==> src/hdl/rcm_pkg.sv <==
// ----------------------------------------------------------------------------
// rcm_pkg: shared types and constants of the RC channel mapper
// Field widths, register map, reset values, state codes and the helpers
// that turn a channel sample into divider operands and clamp the quotient.
// ----------------------------------------------------------------------------
package rcm_pkg;

	// field widths
	localparam int PULSE_W = 15;
	localparam int LEVEL_W = 10;
	localparam int HOLD_W  = 16;
	localparam int TIME_W  = 32;
	localparam int VALUE_W = 8;
	localparam int STATE_W = 2;

	// divider operand widths: |x - lo| * 200 fits 23 bits, |hi - lo| fits 15
	localparam int DIV_NUM_W = 23;
	localparam int DIV_DEN_W = PULSE_W;

	// configuration port
	localparam int APB_DATA_W = 32;
	localparam int APB_ADDR_W = 5;

	typedef enum logic [2:0] {
		REG_ARM_HIGH    = 3'd0,
		REG_ARM_LOW     = 3'd1,
		REG_ARM_HOLD    = 3'd2,
		REG_SWITCH_THR  = 3'd3,
		REG_A_IN_START  = 3'd4,
		REG_A_IN_END    = 3'd5,
		REG_B_IN_START  = 3'd6,
		REG_B_IN_END    = 3'd7
	} reg_idx_t;

	// register reset values
	localparam logic [LEVEL_W-1:0] RST_ARM_HIGH   = 10'd300;
	localparam logic [LEVEL_W-1:0] RST_ARM_LOW    = 10'd200;
	localparam logic [HOLD_W-1:0]  RST_ARM_HOLD   = 16'd500;
	localparam logic [PULSE_W-1:0] RST_SWITCH_THR = 15'd1800;
	localparam logic [PULSE_W-1:0] RST_A_IN_START = 15'd2015;
	localparam logic [PULSE_W-1:0] RST_A_IN_END   = 15'd1075;
	localparam logic [PULSE_W-1:0] RST_B_IN_START = 15'd1469;
	localparam logic [PULSE_W-1:0] RST_B_IN_END   = 15'd1575;

	// output codes and limits
	localparam logic [STATE_W-1:0] SWITCH_OFF  = 2'd0;
	localparam logic [STATE_W-1:0] SWITCH_LOW  = 2'd1;
	localparam logic [STATE_W-1:0] SWITCH_HIGH = 2'd2;

	localparam logic signed [VALUE_W-1:0] OUT_MIN   = -8'sd100;
	localparam logic signed [VALUE_W-1:0] OUT_MAX   = 8'sd100;
	localparam logic signed [VALUE_W-1:0] DEADBAND  = 8'sd5;
	localparam logic [VALUE_W-1:0]        MAP_SPAN  = 8'd200;

	// sequencer states
	typedef enum logic [2:0] {
		S_IDLE = 3'b001,
		S_PREP = 3'b010,
		S_RUN  = 3'b100
	} seq_state_t;

	// divider status toward the sequencer
	typedef struct packed {
		logic busy;
		logic done;
	} div_stat_t;

	// operands of one channel map
	typedef struct packed {
		logic [DIV_NUM_W-1:0] num_mag;
		logic [DIV_DEN_W-1:0] den_mag;
		logic                 neg;
	} map_op_t;

	// split (x - lo) * 200 / (hi - lo) into magnitudes and a sign;
	// a zero span reads as a negative result, which maps to the low end
	function automatic map_op_t map_operands(
		input logic [PULSE_W-1:0] x,
		input logic [PULSE_W-1:0] lo,
		input logic [PULSE_W-1:0] hi
	);
		logic [PULSE_W:0]     dn;
		logic [PULSE_W:0]     dd;
		logic [PULSE_W:0]     an;
		logic [PULSE_W:0]     ad;
		logic [PULSE_W-1:0]   mag;
		map_op_t              op;
		dn  = {1'b0, x} - {1'b0, lo};
		dd  = {1'b0, hi} - {1'b0, lo};
		an  = dn[PULSE_W] ? (~dn + 1'b1) : dn;
		ad  = dd[PULSE_W] ? (~dd + 1'b1) : dd;
		mag = an[PULSE_W-1:0];
		// times 200 as 128 + 64 + 8
		op.num_mag = {1'b0, mag, 7'b0} + {2'b0, mag, 6'b0} + {5'b0, mag, 3'b0};
		op.den_mag = ad[PULSE_W-1:0];
		op.neg     = (dn[PULSE_W] ^ dd[PULSE_W]) | (ad == '0);
		return op;
	endfunction

	// clamp a quotient magnitude to -100..100 after the offset
	function automatic logic signed [VALUE_W-1:0] map_finish(
		input logic [DIV_NUM_W-1:0] q_mag,
		input logic                 neg
	);
		logic [VALUE_W-1:0]       qs;
		logic signed [VALUE_W:0]  v;
		qs = (q_mag > DIV_NUM_W'(MAP_SPAN)) ? MAP_SPAN : q_mag[VALUE_W-1:0];
		v  = $signed({1'b0, qs}) - $signed({OUT_MAX[VALUE_W-1], OUT_MAX});
		return neg ? OUT_MIN : v[VALUE_W-1:0];
	endfunction

endpackage

==> src/hdl/rcm_div.sv <==
// ----------------------------------------------------------------------------
// rcm_div: bit-serial restoring divider
// Shifts the dividend out one bit per cycle and the quotient in, one
// trial subtract per cycle.
// ----------------------------------------------------------------------------
module rcm_div
	import rcm_pkg::*;
(
	input  logic                 clk,
	input  logic                 arst_n,
	input  logic                 start,
	input  logic [DIV_NUM_W-1:0] num_mag,
	input  logic [DIV_DEN_W-1:0] den_mag,
	output logic [DIV_NUM_W-1:0] q_mag,
	output div_stat_t            stat
);
	localparam int CNT_W = $clog2(DIV_NUM_W + 1);

	logic [DIV_NUM_W-1:0] acc_q;
	logic [DIV_DEN_W-1:0] rem_q;
	logic [DIV_DEN_W-1:0] den_q;
	logic [CNT_W-1:0]     cnt_q;
	logic                 busy_q;
	logic                 done_q;
	logic [DIV_DEN_W+1:0] trial;
	logic                 q_bit;

	// trial subtract of the divisor from the shifted partial remainder
	assign trial = {1'b0, rem_q, acc_q[DIV_NUM_W-1]} - {2'b0, den_q};
	assign q_bit = ~trial[DIV_DEN_W+1];

	// control: count the quotient bits
	always_ff @(posedge clk or negedge arst_n) begin
		if (!arst_n) begin
			cnt_q  <= '0;
			busy_q <= 1'b0;
			done_q <= 1'b0;
		end else if (start) begin
			cnt_q  <= CNT_W'(DIV_NUM_W);
			busy_q <= 1'b1;
			done_q <= 1'b0;
		end else if (busy_q) begin
			cnt_q <= cnt_q - 1'b1;
			if (cnt_q == CNT_W'(1)) begin
				busy_q <= 1'b0;
				done_q <= 1'b1;
			end
		end
	end

	// datapath: shift dividend out, quotient in, keep the remainder
	always_ff @(posedge clk) begin
		if (start) begin
			acc_q <= num_mag;
			rem_q <= '0;
			den_q <= den_mag;
		end else if (busy_q) begin
			acc_q <= {acc_q[DIV_NUM_W-2:0], q_bit};
			if (q_bit) begin
				rem_q <= trial[DIV_DEN_W-1:0];
			end else begin
				rem_q <= {rem_q[DIV_DEN_W-2:0], acc_q[DIV_NUM_W-1]};
			end
		end
	end

	assign q_mag     = acc_q;
	assign stat.busy = busy_q;
	assign stat.done = done_q;

endmodule

==> config.mk <==
export PLATFORM = sky130hd
export DESIGN_NAME = rcm_div
export DESIGN_NICKNAME = d
export VERILOG_FILES = /design/src/hdl/rcm_pkg.sv /design/src/hdl/rcm_div.sv
export SDC_FILE = /design/constraint.sdc
export NUM_CORES = 1
export LEC_CHECK = 0
export ABC_CLOCK_PERIOD_IN_PS = 3000
export BUFFER_PORTS_ARGS = -buffer_cell sky130_fd_sc_hd__buf_2
export CORE_ASPECT_RATIO = 0.5
export CORE_MARGIN = 2
export CORE_UTILIZATION = 55
export CTS_CLUSTER_DIAMETER = 40
export DETAILED_ROUTE_END_ITERATION = 12
export PLACE_DENSITY = 0.82
export SETUP_SLACK_MARGIN = 0.05
export SLEW_MARGIN = 20
export SYNTH_ARGS = -nofsm -noshare
export SYNTH_HDL_FRONTEND = slang
export SYNTH_SLANG_ARGS = --single-unit
==> constraint.sdc <==
create_clock -name clk -period 3 [get_ports clk]
set_input_delay 0 -clock clk [delete_from_list [all_inputs] [get_ports clk]]
set_output_delay 0 -clock clk [all_outputs]
set_load 0.02 [all_outputs]
==> results of run 1 <==
-- final timing paths --
check | start | endpoint | depth (start not counted)
max | q_mag[22] | rem_q[5] | 10
min | arst_n | done_q | 2
max reg2reg | q_mag[22] | rem_q[5] | 10
min reg2reg | rem_q[14] | rem_q[14] | 2
max in group asynchronous | arst_n | cnt_q[1] | 2
min in group clk | start | done_q | 2
-- cell type report --
class / instances / area, um2
Clock buffer: 10 / 229
Fill cell: 311 / 1270
Tap cell: 73 / 91.3
Inverter: 23 / 86.3
Multi-Input combinational cell: 197 / 1450
Timing Repair Buffer: 111 / 768
Sequential cell: 60 / 1620
Clock inverter: 6 / 55.1
-- layout by cell type, fill, tap and decap left out, types with 3 or more instances in the layout --
master         count
buf_4              7
o21ai_0            6
dlygate4sd3_1     39
nand3_1            6
inv_1             22
a311oi_1          10
nor2b_1            3
ha_1              17
edfxtp_1          38
a21oi_1           12
dfxtp_1           15
buf_2             65
clkinv_1           3
o211ai_1           3
nor2_1            25
and3_1             4
clkbuf_16          9
a31oi_1            3
nor3_1             4
or3_1              3
nand2_1           35
mux2_2            23
xnor2_1           13
dfrtp_1            7
-- repair_timing --
item,CTS,global route
endpoints found under the hold margin,45,0
resized for setup,0,1
hold buffers,39,0
endpoints found under the setup margin,0,3
setup buffers,0,3
-- per-stage QoR --
stage	std cells	area [um2]
floorplan	295	3220
global placement	422	3590
detailed placement	422	3590
CTS	477	4260
global route	480	4290
finish	480	4290
-- critical path: stages (launching register included) --
cell and delay [ns]:
edfxtp_1 0.38, inv_1 0.06, ha_1 0.22, fa_1 0.40, and2b_2 0.26, o2111ai_2 0.13, and3_4 0.24, o21bai_4 0.16
a31oi_4 0.14, or3_1 0.40, a311oi_1 0.27
-- registers in the layout, indices dropped and copies added, names as in the netlist --
signal and flops:
busy_q 1, cnt_q 5, den_q 15, done_q 1, q_mag 23, rem_q 15
-- cell families after synthesis --
family                   share of synthesized area [%]
AND/OR/NAND/NOR                                   12.3
flip-flops                                        50.3
AO/OA/AOI/OAI                                     12.8
buffers and inverters                             5.02
multiplexers                                      8.36
adder cells (fa/ha/maj)                           7.23
XOR/XNOR                                          4.08
-- routing by layer --
metal  share of wire, %  global-route usage, %
met5                  0                      0
met4                1.9                   10.5
met3                8.7                   7.11
met2                 50                   49.4
met1                 39                   34.1
-- power by group through the flow --
stage,clock [mW],sequential [mW],combinational (mW)
global route,1.03,1.15,1.40
detailed placement,0,1.14,1.12
global placement,0,1.13,1.08
CTS,0.995,1.13,1.18
finish,0.988,1.14,1.30
floorplan,0,1.17,0.836
==> results_dict.tcl, run 1 <==
set metrics [dict create \
    track_usage_pct 28.0 \
    critPathKind "reg -> reg" \
    hold_slack_ns 0.0372 \
    start_util_pct 57.8 \
    slew_viol_final 0 \
    htree_num_levels 3 \
    rsz0062_at_grt "no" \
    totalWireLength_um 8790 \
    seqPwrFrac_pct 33.2 \
    cts-root-buf "clkbuf_16" \
    nets 461 \
    syn_area_um2 3220 \
    grt_first_pass_wirelength_um 13900 \
    clock_path_buffers 2 \
    finalSetupViolCount 0 \
    synth-seq-area-share_pct 50.3 \
    wl_per_cell_um 18.3 \
    worst_ep_required_time_ns 3.23 \
    synth-async-reset-ratio_pct 11.7 \
    synth_edf_count 38 \
    port_buffers 65 \
    synthDistinctLibCells 51 \
    critPathMaxFanout 5 \
    power_density_nw_per_um2 799 \
    ys.flop_type "edfxtp_1" \
    synth-warning-count 0 \
    pin_count 66 \
    clkLatencyLatePin_ns 0.33 \
    diodes 0 \
    rows 19 \
    grt_pass1_vias 2810 \
    place_hpwl_um 4740 \
    numCtsBuffers 9 \
    finish.utilization_pct 77.2 \
    yosysTopAreaCellShare_pct 35.5 \
    area_growth_pct 33.5 \
    fin_ws_ns 0.233 \
    p_sw_share_pct 34.8 \
    finalCriticalPeriod_ns 2.77 \
    place_congestion 0.901 \
    die_y_um 58.1 \
    yosysTopAreaCell "edfxtp_1" \
    drc 0 \
    switchingPower_mw 1.19 \
    worst_pin_slew_ns 0.552 \
    drive_gt1_share_pct 28.7 \
    die-area_um2 6510 \
    grt_max_degree 41 \
    slew_headroom_pct 62.2 \
    period_share_pct 92.2 \
    cts_tree "built" \
    rrSetupSlack_ns 0.23 \
    combPwrFrac_pct 38.0 \
    syn_nets 354 \
    finalHoldViolations 0 \
    fin_setup_tns_ns 0 \
    hold_class "in -> async" \
    first_pass_iters 5 \
    start_kind "flop" \
    power.internal_mw 2.24 \
    synth_area_leaders "edfxtp_1 (35%), dfxtp_1 (9.3%), mux2_2 (8.1%)" \
    total_power_mw 3.43 \
    syn_area_per_cell_um2 10.9 \
    fin_worst_skew_ns 0.00594 \
    fmax_mhz 361 \
    avgViaCountPerCell 5.88 \
    synthMostInstantiatedCell "edfxtp_1" \
    drtAntennaViolNets 0 \
    drt_iter0_markers 236 \
    post-place-ws_ns 0.264 \
    synthCells 295 \
    path_clk_slew_ns 0.05 \
    synth_common_cells "edfxtp_1 (38), nand2_1 (35), nor2_1 (25), mux2_2 (23), inv_1 (22)" \
    vias 2822 \
    cp-end-kind "flop" \
    core_area_um2 5560 \
    status "complete, no violations" \
    power_leakage_nw 1.86 \
    grt-ovfl-total 0 \
    vdd_drop_max_mv 0.451 \
    maxCapViolations 0 \
    crit_arrival_ns 2.99 \
    clkSinkCount 60 \
    synth_seq_cells 60 \
    p_clk_share_pct 28.8 \
    chipWidth_um 112 \
    antenna_found_initial 0 \
]
Power figures use the tool's default switching activity.
==> inputs of run 2 (changes only) <==
MAX_ROUTING_LAYER = met4   (was default)
==> results_dict.tcl, run 2 (synthesized netlist as in run 1, its figures left out) <==
set metrics [dict create \
    grt_first_pass_wirelength_um 14000 \
    die-area_um2 6510 \
    period_share_pct 93.3 \
    rows 19 \
    layout_commonest_cell "buf_2" \
    worst_pin_slew_ns 0.512 \
    critPathMaxFanout 7 \
    cts_tree "built" \
    start_kind "flop" \
    total_power_mw 3.45 \
    fin_setup_tns_ns 0 \
    totalWireLength_um 8890 \
    critPathLaunch "q_mag[22]" \
    clkSinkCount 60 \
    drtAntennaViolNets 0 \
    finalSetupViolCount 0 \
    grt-ovfl-total 0 \
    worst_ep_required_time_ns 3.23 \
    worst_path_largest_cell_delay_ns 0.41 \
    diodes 0 \
    nets 462 \
    power_leakage_nw 1.86 \
    place_congestion 0.916 \
    wl_per_cell_um 18.5 \
    r2r-start "q_mag[22]" \
    core_area_um2 5560 \
    clkLatencyLatePin_ns 0.33 \
    drt_iter0_markers 242 \
    pin_count 66 \
    drc 0 \
    placed_cell_area_um2 3590 \
    vdd_drop_max_mv 0.455 \
    start_util_pct 57.8 \
    cp_slowest_cell "or3_1" \
    largest_register_ffs 23 \
    port_buffers 65 \
    grt_max_degree 41 \
    hold_class "in -> async" \
    slew_viol_final 0 \
    cts-root-buf "clkbuf_16" \
    finalHoldViolations 0 \
    finalCriticalPeriod_ns 2.80 \
    antenna_found_initial 0 \
    place_hpwl_um 4740 \
    fin_area_um2 4300 \
    fin_ws_ns 0.200 \
    critPathKind "reg -> reg" \
    crit_arrival_ns 3.03 \
    cp-end-kind "flop" \
    timing.rr.end "rem_q[5]" \
    path_cells "inv_1, ha_1, fa_1, and2b_2, o2111ai_2, and3_4, o21bai_4, a31oi_4, or3_1, a311oi_1" \
    clock_path_buffers 2 \
    chipWidth_um 112 \
    area_growth_pct 33.7 \
    r2r_cells 10 \
    numCtsBuffers 9 \
    status "complete, no violations" \
    post-place-ws_ns 0.264 \
    fin_worst_skew_ns 0.00482 \
    path_clk_slew_ns 0.05 \
    drive_gt1_share_pct 28.9 \
    vias 2810 \
    rsz0062_at_grt "no" \
    htree_num_levels 3 \
    slew_headroom_pct 65.5 \
    grt_pass1_vias 2818 \
    track_usage_pct 28.9 \
    maxCapViolations 0 \
    avgViaCountPerCell 5.84 \
    power_density_nw_per_um2 802 \
    fmax_mhz 357 \
    die_y_um 58.1 \
    final_cell_mix "buf_2 (65), dlygate4sd3_1 (39), edfxtp_1 (38)" \
    first_pass_iters 5 \
    rrSetupSlack_ns 0.20 \
]
run 2: changes by cell type in the layout (fill, tap and decap cells not counted):
cell,before,now
buf_4,7,8
run 2: report_power, final:
part	internal, mW	switching [mW]
combinational	0.582	0.741
sequential	1.03	0.105
clock	0.633	0.355
run 2: final cells by class:
cell class,count,area [um2]
multi-input cells,197,1450
well taps,73,91.3
clock inverters,6,55.1
inverters,23,86.3
flip-flops and latches,60,1620
repair buffers,112,776
clock buffers,10,229
fillers,308,1260
run 2: per-layer routing:
metal  part of all wire [%]  up-vias  track usage (%)
li1                       -     1285                -
met1                     40     1354             34.4
met2                     50      142             49.1
met3                    7.1       29             7.01
met4                    2.6        0             10.6
met5                      0        -                -
run 2: repair_timing:
| item | CTS | global route |
|---|---|---|
| buffers inserted | 0 | 4 |
| endpoints found under the setup margin | 0 | 3 |
| resized for setup | 0 | 1 |
| hold buffers | 39 | 0 |
| endpoints found under the hold margin | 45 | 0 |
run 2: worst max path at each step:
stage,endpoint,depth (start not counted)
CTS,rem_q[13],10
detailed placement,rem_q[13],10
finish,rem_q[5],10
global route,rem_q[1],11
global placement,rem_q[5],10
floorplan,rem_q[5],10
run 2: metrics by stage:
step / hold WS (ns) / utilization [%] / cells
floorplan: -0.296 / - / 295
global placement: -0.169 / 64.5 / 422
detailed placement: -0.158 / 64.5 / 422
finish: 0.0410 / 77.3 / 481
global route: 0.0651 / 77.3 / 481
CTS: 0.0398 / 76.6 / 477
run 2: worst max-delay path, delay by kind of cell, from the launching register on:
family                   cells  cell delay, ns
buffers and inverters        1            0.06
adder cells (fa/ha/maj)      2            0.62
AND/OR/NAND/NOR              3            0.91
flip-flops                   1            0.39
AO/OA/AOI/OAI                4            0.72
